$ cat src/hdl/nibble_masked_pattern_search_unit_assert.svh
// assertion macros for the nibble masked pattern search unit
// no dependencies; included by the modules that check their own logic
`ifndef NIBBLE_MASKED_PATTERN_SEARCH_UNIT_ASSERT_SVH
`define NIBBLE_MASKED_PATTERN_SEARCH_UNIT_ASSERT_SVH
`ifndef SYNTH
`define NMPS_ASSERT_IMP(lbl, clk, rst, ante, cons) \
  lbl: assert property (@(posedge clk) disable iff (rst) (ante) |-> (cons)) \
    else $error("nmps assertion failed");
`define NMPS_ASSERT_NXT(lbl, clk, rst, ante, cons) \
  lbl: assert property (@(posedge clk) disable iff (rst) (ante) |=> (cons)) \
    else $error("nmps assertion failed");
`else
`define NMPS_ASSERT_IMP(lbl, clk, rst, ante, cons)
`define NMPS_ASSERT_NXT(lbl, clk, rst, ante, cons)
`endif
`endif

$ cat src/hdl/nmps_pkg.sv
// types and constants of the nibble masked pattern search unit
// no dependencies; used by every module of the unit
package nmps_pkg;

  localparam int CFG_IDX_W = 3;
  localparam int CFG_DATA_W = 64;
  localparam int LEN_W = 5;

  localparam logic [7:0] NIB_HI = 8'hf0;
  localparam logic [7:0] NIB_LO = 8'h0f;

  typedef enum logic [CFG_IDX_W-1:0] {
    CFG_PATTERN_LO = 3'd0,
    CFG_PATTERN_HI = 3'd1,
    CFG_MASK_LO    = 3'd2,
    CFG_MASK_HI    = 3'd3,
    CFG_LENGTH     = 3'd4
  } cfg_reg_e;

  typedef struct packed {
    logic [7:0] data_byte;
    logic       last_byte;
  } in_beat_t;

  typedef struct packed {
    logic        match_found;
    logic [31:0] match_offset;
    logic [31:0] match_total;
    logic        buffer_done;
  } out_beat_t;

endpackage

$ cat src/hdl/nmps_cell.sv
// one compare cell: checks one pattern byte and passes a partial-match flag on
// depends on nmps_pkg
module nmps_cell (
  input  logic       clk,
  input  logic       rst,
  input  logic       fire,
  input  logic       last_byte,
  input  logic [7:0] data_byte,
  input  logic [7:0] pat_byte,
  input  logic [7:0] mask_byte,
  input  logic       prev_flag,
  output logic       hit,
  output logic       flag
);

  logic hi_ok;
  logic lo_ok;

  assign hi_ok = ((mask_byte & nmps_pkg::NIB_HI) == 8'h00) ||
                 ((data_byte & nmps_pkg::NIB_HI) == (pat_byte & nmps_pkg::NIB_HI));
  assign lo_ok = ((mask_byte & nmps_pkg::NIB_LO) == 8'h00) ||
                 ((data_byte & nmps_pkg::NIB_LO) == (pat_byte & nmps_pkg::NIB_LO));
  assign hit = prev_flag && hi_ok && lo_ok;

  always_ff @(posedge clk) begin
    if (rst) begin
      flag <= 1'b0;
    end else if (fire) begin
      flag <= hit && !last_byte;
    end
  end

endmodule

$ cat src/hdl/nmps_out_buf.sv
// two-entry output buffer that lets the input side run while a result waits
// depends on nmps_pkg and the assertion header
`include "nibble_masked_pattern_search_unit_assert.svh"
module nmps_out_buf (
  input  logic                clk,
  input  logic                rst,
  input  logic                wr_valid,
  output logic                wr_ready,
  input  nmps_pkg::out_beat_t wr_data,
  output logic                rd_valid,
  input  logic                rd_ready,
  output nmps_pkg::out_beat_t rd_data
);

  nmps_pkg::out_beat_t skid_data;
  logic                skid_valid;
  logic                rd_fire;

  assign wr_ready = !skid_valid;
  assign rd_fire  = rd_valid && rd_ready;

  always_ff @(posedge clk) begin
    if (rst) begin
      rd_valid   <= 1'b0;
      skid_valid <= 1'b0;
    end else if (skid_valid) begin
      if (rd_fire) begin
        skid_valid <= 1'b0;
      end
    end else if (wr_valid) begin
      if (rd_valid && !rd_ready) begin
        skid_valid <= 1'b1;
      end else begin
        rd_valid <= 1'b1;
      end
    end else if (rd_fire) begin
      rd_valid <= 1'b0;
    end
  end

  always_ff @(posedge clk) begin
    if (skid_valid) begin
      if (rd_fire) begin
        rd_data <= skid_data;
      end
    end else if (wr_valid) begin
      if (rd_valid && !rd_ready) begin
        skid_data <= wr_data;
      end else begin
        rd_data <= wr_data;
      end
    end
  end

  `NMPS_ASSERT_IMP(a_skid_behind_out, clk, rst, skid_valid, rd_valid)
  `NMPS_ASSERT_NXT(a_skid_drains, clk, rst, skid_valid && rd_ready, !skid_valid && rd_valid)
  `NMPS_ASSERT_NXT(a_stall_fills_skid, clk, rst,
                   wr_valid && wr_ready && rd_valid && !rd_ready, skid_valid)

endmodule

$ cat src/hdl/nibble_masked_pattern_search_unit.sv
// Masked byte-pattern search over a byte stream, one byte per beat on the input
// channel and one result beat per input beat. A new byte is taken every cycle while
// in_ready is high: a row of PATTERN_MAX cells, one per pattern byte, each compares
// the incoming byte against its pattern byte under the nibble mask and hands a
// partial-match flag to the next cell, so the result is computed in the cycle its
// byte is accepted and is registered into the output buffer. A two-entry output
// buffer keeps the input side running for one beat while a result waits; after
// that the input stalls until the output drains. Configuration writes are always
// accepted and must only happen while the unit is idle. After a beat with
// last_byte set, the offset, count and match flags clear for the next buffer.
// depends on nmps_pkg, nmps_cell, nmps_out_buf and the assertion header
`include "nibble_masked_pattern_search_unit_assert.svh"
module nibble_masked_pattern_search_unit #(
  parameter int PATTERN_MAX = 16
) (
  input  logic                                clk,
  input  logic                                rst,
  input  logic                                in_valid,
  output logic                                in_ready,
  input  nmps_pkg::in_beat_t                  in_data,
  output logic                                out_valid,
  input  logic                                out_ready,
  output nmps_pkg::out_beat_t                 out_data,
  input  logic                                cfg_valid,
  output logic                                cfg_ready,
  input  logic [nmps_pkg::CFG_IDX_W-1:0]      cfg_index,
  input  logic [nmps_pkg::CFG_DATA_W-1:0]     cfg_data
);

  localparam int IW = (PATTERN_MAX > 1) ? $clog2(PATTERN_MAX) : 1;

  logic [63:0]                  pattern_lo;
  logic [63:0]                  pattern_hi;
  logic [63:0]                  mask_lo;
  logic [63:0]                  mask_hi;
  logic [nmps_pkg::LEN_W-1:0]   pattern_length;
  logic [31:0]                  byte_offset;
  logic [31:0]                  match_counter;

  logic [PATTERN_MAX-1:0]       flag;
  logic [PATTERN_MAX-1:0]       hit;
  logic [nmps_pkg::LEN_W-1:0]   len_m1;
  logic [IW-1:0]                idx_sel;
  logic                         fire;
  logic                         found;
  nmps_pkg::out_beat_t          result;

  assign cfg_ready = 1'b1;
  assign fire      = in_valid && in_ready;

  always_ff @(posedge clk) begin
    if (rst) begin
      pattern_lo     <= '0;
      pattern_hi     <= '0;
      mask_lo        <= '0;
      mask_hi        <= '0;
      pattern_length <= nmps_pkg::LEN_W'(1);
    end else if (cfg_valid) begin
      case (cfg_index)
        nmps_pkg::CFG_PATTERN_LO: pattern_lo <= cfg_data;
        nmps_pkg::CFG_PATTERN_HI: pattern_hi <= cfg_data;
        nmps_pkg::CFG_MASK_LO:    mask_lo <= cfg_data;
        nmps_pkg::CFG_MASK_HI:    mask_hi <= cfg_data;
        nmps_pkg::CFG_LENGTH:     pattern_length <= cfg_data[nmps_pkg::LEN_W-1:0];
        default: ;
      endcase
    end
  end

  genvar gi;
  generate
    for (gi = 0; gi < PATTERN_MAX; gi++) begin : g_cell
      logic [7:0] pat_b;
      logic [7:0] mask_b;
      logic       prev;
      if (gi < 8) begin : g_lo
        assign pat_b  = pattern_lo[8*gi +: 8];
        assign mask_b = mask_lo[8*gi +: 8];
      end else if (gi < 16) begin : g_hi
        assign pat_b  = pattern_hi[8*(gi-8) +: 8];
        assign mask_b = mask_hi[8*(gi-8) +: 8];
      end else begin : g_none
        assign pat_b  = 8'h00;
        assign mask_b = 8'h00;
      end
      if (gi == 0) begin : g_head
        assign prev = 1'b1;
      end else begin : g_link
        assign prev = flag[gi-1];
      end
      nmps_cell u_cell (
        .clk       (clk),
        .rst       (rst),
        .fire      (fire),
        .last_byte (in_data.last_byte),
        .data_byte (in_data.data_byte),
        .pat_byte  (pat_b),
        .mask_byte (mask_b),
        .prev_flag (prev),
        .hit       (hit[gi]),
        .flag      (flag[gi])
      );
    end
  endgenerate

  always_comb begin
    len_m1 = pattern_length - nmps_pkg::LEN_W'(1);
    if (int'(len_m1) > PATTERN_MAX - 1) begin
      idx_sel = IW'(PATTERN_MAX - 1);
    end else begin
      idx_sel = IW'(len_m1);
    end
    found = (pattern_length != '0) && hit[idx_sel];
    result.match_found  = found;
    result.match_offset = found ? (byte_offset - 32'(idx_sel)) : 32'd0;
    result.match_total  = match_counter + 32'(found);
    result.buffer_done  = in_data.last_byte;
  end

  always_ff @(posedge clk) begin
    if (rst) begin
      byte_offset   <= '0;
      match_counter <= '0;
    end else if (fire) begin
      if (in_data.last_byte) begin
        byte_offset   <= '0;
        match_counter <= '0;
      end else begin
        byte_offset   <= byte_offset + 32'd1;
        match_counter <= result.match_total;
      end
    end
  end

  nmps_out_buf u_out_buf (
    .clk      (clk),
    .rst      (rst),
    .wr_valid (fire),
    .wr_ready (in_ready),
    .wr_data  (result),
    .rd_valid (out_valid),
    .rd_ready (out_ready),
    .rd_data  (out_data)
  );

  `NMPS_ASSERT_NXT(a_last_clears_flags, clk, rst, fire && in_data.last_byte, flag == '0)
  `NMPS_ASSERT_NXT(a_last_clears_count, clk, rst, fire && in_data.last_byte,
                   byte_offset == 32'd0 && match_counter == 32'd0)
  `NMPS_ASSERT_NXT(a_offset_steps, clk, rst, fire && !in_data.last_byte,
                   byte_offset == $past(byte_offset) + 32'd1)
  `NMPS_ASSERT_NXT(a_idle_holds, clk, rst, !fire, $stable(byte_offset) && $stable(flag))

endmodule

$ cat config.mk
export PLATFORM = sky130hd
export DESIGN_NAME = nibble_masked_pattern_search_unit
export DESIGN_NICKNAME = d
export VERILOG_FILES = /design/src/hdl/nmps_pkg.sv /design/src/hdl/nmps_cell.sv /design/src/hdl/nmps_out_buf.sv /design/src/hdl/nibble_masked_pattern_search_unit.sv
export VERILOG_INCLUDE_DIRS = /design/src /design/src/hdl
export SDC_FILE = /design/constraint.sdc
export NUM_CORES = 1
export LEC_CHECK = 0
export BUFFER_PORTS_ARGS = -buffer_cell sky130_fd_sc_hd__buf_2
export CAP_MARGIN = 30
export CORE_UTILIZATION = 44
export DETAILED_ROUTE_END_ITERATION = 10
export PLACE_DENSITY = 0.64
export RECOVER_POWER = 50
export SYNTH_ARGS = -nofsm -noshare
export SYNTH_HDL_FRONTEND = slang
export SYNTH_HIERARCHICAL = 1
export SYNTH_SLANG_ARGS = --single-unit
export TNS_END_PERCENT = 10
$ cat constraint.sdc
create_clock -name clk -period 5.3 [get_ports clk]
set_input_delay 0.795 -clock clk [delete_from_list [all_inputs] [get_ports clk]]
set_output_delay 0.795 -clock clk [all_outputs]
set_load 0.03 [all_outputs]
==> results.py <==
metrics = {
    "worst_setup_path": {
        "worst-path-buf-inv": 2,
        "reg2reg_depth": 15,
        "slowest_delay_ps": 550,
        "crit_required_ps": 5640,
        "startpoint": "pattern_length[0]",
        "crit_chain": "inv_1 > ha_1 > nor3b_1 > xnor2_1 > nand2_1 > ha_1 > inv_1 > fa_1 > a21o_1 > a2111oi_4 > nand4_1 > nor3_1 > xnor2_1 > a21oi_1 > mux2_4",
        "path_max_fanout": 8,
        "worstReg2RegStart": "pattern_length[0]",
        "reg2reg_slack_ps": 600,
        "cp-start-kind": "flip-flop",
        "path_delay_family": "simple AND/OR/NAND/NOR gates",
        "arrival_ps": 5040,
        "crit_type": "flip-flop to flip-flop",
        "timing.rr.end": "u_out_buf/rd_data[61]",
        "critPathSlowestCell": "a2111oi_4",
        "cp.depth": 15,
        "endpoint": "u_out_buf/rd_data[61]",
        "end_kind": "flip-flop",
    },
    "sta": {
        "fin_skew_ps": 22.2,
        "rsz0062_at_grt": "false",
        "relSlewSlack_pct": -70.7,
        "fin_crit_sh_pct": 88.6,
        "hold_viol": 0,
        "tns_ps": 0,
        "fmax_mhz": 213,
        "setup_viol": 0,
        "timing.final.crit_period_ps": 4700,
        "drv_slew": 372,
        "worstMarginPinSlew_ps": 2560,
    },
    "worst_hold_path": {
        "whs_path_depth": 2,
        "hp-class": "input pin to flip-flop",
    },
    "clocking": {
        "cts_resized": 0,
        "root_buffer": "clkbuf_16",
        "h-tree-depth": 2,
        "path_clk_slew_ps": 60,
        "clock_latency_ps": 600,
        "post_cts_buffers": 0,
        "clock_path_buffers": 3,
        "cts_buffers": 51,
        "clock_sinks": 474,
        "cts_tree": "built",
        "hold_buffers": 0,
    },
    "final_layout": {
        "layout.nets": 2426,
        "mostFrequentLayoutCells": "nand2_1 (548), dfxtp_1 (341), a21oi_1 (308)",
        "final_common_cell": "nand2_1",
        "drive_gt1_share_pct": 14.7,
        "fillers": 4392,
        "syn_to_final_growth_pct": 13.6,
    },
    "logic_synthesis": {
        "syn_area_per_cell_um2": 9.52,
        "syn-instance-count": 2235,
        "syn-cell-area_mm2": 0.0213,
        "ys_warn_count": 6,
    },
    "grt": {
        "grt_pass1_wl_um": 84100,
        "grt_max_degree": 120,
        "antenna_found_initial": 3,
        "grt_usage_pct": 21.0,
        "grt.overflow.total": 0,
        "grt_pass1_vias": 16000,
    },
    "drt": {
        "drt-met1-wl_um": 23000,
        "wirelength_um": 51500,
        "dr.max_layer_used": "met5",
        "drtAntennaViolNets": 0,
        "vias": 16200,
        "met2_length_um": 24200,
        "wire_per_inst_um": 17.2,
        "drt_iter0_drc": 1049,
        "wl_met3_um": 2800,
        "drc": 0,
        "avgViaCountPerCell": 5.43,
        "dr.pass1.iters": 5,
    },
    "floorplanning": {
        "initial_utilization_pct": 44.6,
        "ios": 150,
        "die_x_um": 222,
        "die_y_um": 222,
        "die_area_mm2": 0.0493,
        "rows": 80,
        "coreArea_mm2": 0.0477,
    },
    "power": {
        "total_power_mw": 8.55,
        "p_leak_nw": 8.16,
        "powerDensity_mw_per_mm2": 354,
        "vdd_drop_max_v": 0.000247,
    },
    "run_status": {
        "status": "finished with violations",
        "violations": "capacitance limit, slew limit",
    },
    "placed_design": {
        "io_buffers": 148,
        "finalWeightedCongestion": 0.824,
        "dp_hpwl_um": 34400,
    },
    "flow_run": {
        "maxCapViolations": 6,
    },
}
area by class of cell:
cell class,instances,area (um^2),area share [%]
inverters,34,128,0.528
repair buffers,180,915,3.78
diodes,2,5.00,0.0207
clock buffers,67,1400,5.78
well taps,615,769,3.18
clock inverters,29,350,1.45
flip-flops and latches,474,10800,44.7
multi-input cells,1594,9790,40.5
sequential cells by signal (all words and copies together), names as in the netlist:
| register | flops |
|---|---|
| u_out_buf/rd_data | 66 |
| u_out_buf/skid_data | 66 |
| mask_hi | 64 |
| mask_lo | 64 |
| pattern_hi | 64 |
| pattern_lo | 64 |
| byte_offset | 32 |
| match_counter | 32 |
| g_cell.u_cell/flag | 15 |
| pattern_length | 5 |
| u_out_buf/rd_valid | 1 |
| u_out_buf/skid_valid | 1 |
metal layers:
layer  up-vias  global-route usage [%]
li1       7935                       -
met1      7814                    27.3
met2       402                    34.7
met3        95                    3.53
met4         2                    8.15
met5         -                       0
worst min-delay path by stage:
stage,start,end,slack (ps)
floorplan,mask_hi[14],mask_hi[14],440
global placement,mask_lo[44],mask_lo[44],440
detailed placement,mask_hi[54],mask_hi[54],450
CTS,out_ready,u_out_buf/skid_valid,370
global route,out_ready,u_out_buf/skid_valid,380
finish,out_ready,u_out_buf/skid_valid,400
per-stage QoR:
stage	setup WS, ps	hold WS [ps]	cells	util, %	area (um^2)
final	604	401	2995	50.6	24200
after global routing	331	384	2993	50.6	24200
after CTS	657	367	2993	50.9	24300
after detailed placement	514	448	2897	47.2	22500
after global placement	625	441	2896	47.2	22500
after floorplan	879	436	2236	-	21300
power by group:
group          switching [mW]  internal (mW)
combinational           0.590          0.326
clock                    1.48           2.21
sequential             0.0638           3.88
total                    2.14           6.41
Power figures use the tool's default switching activity.
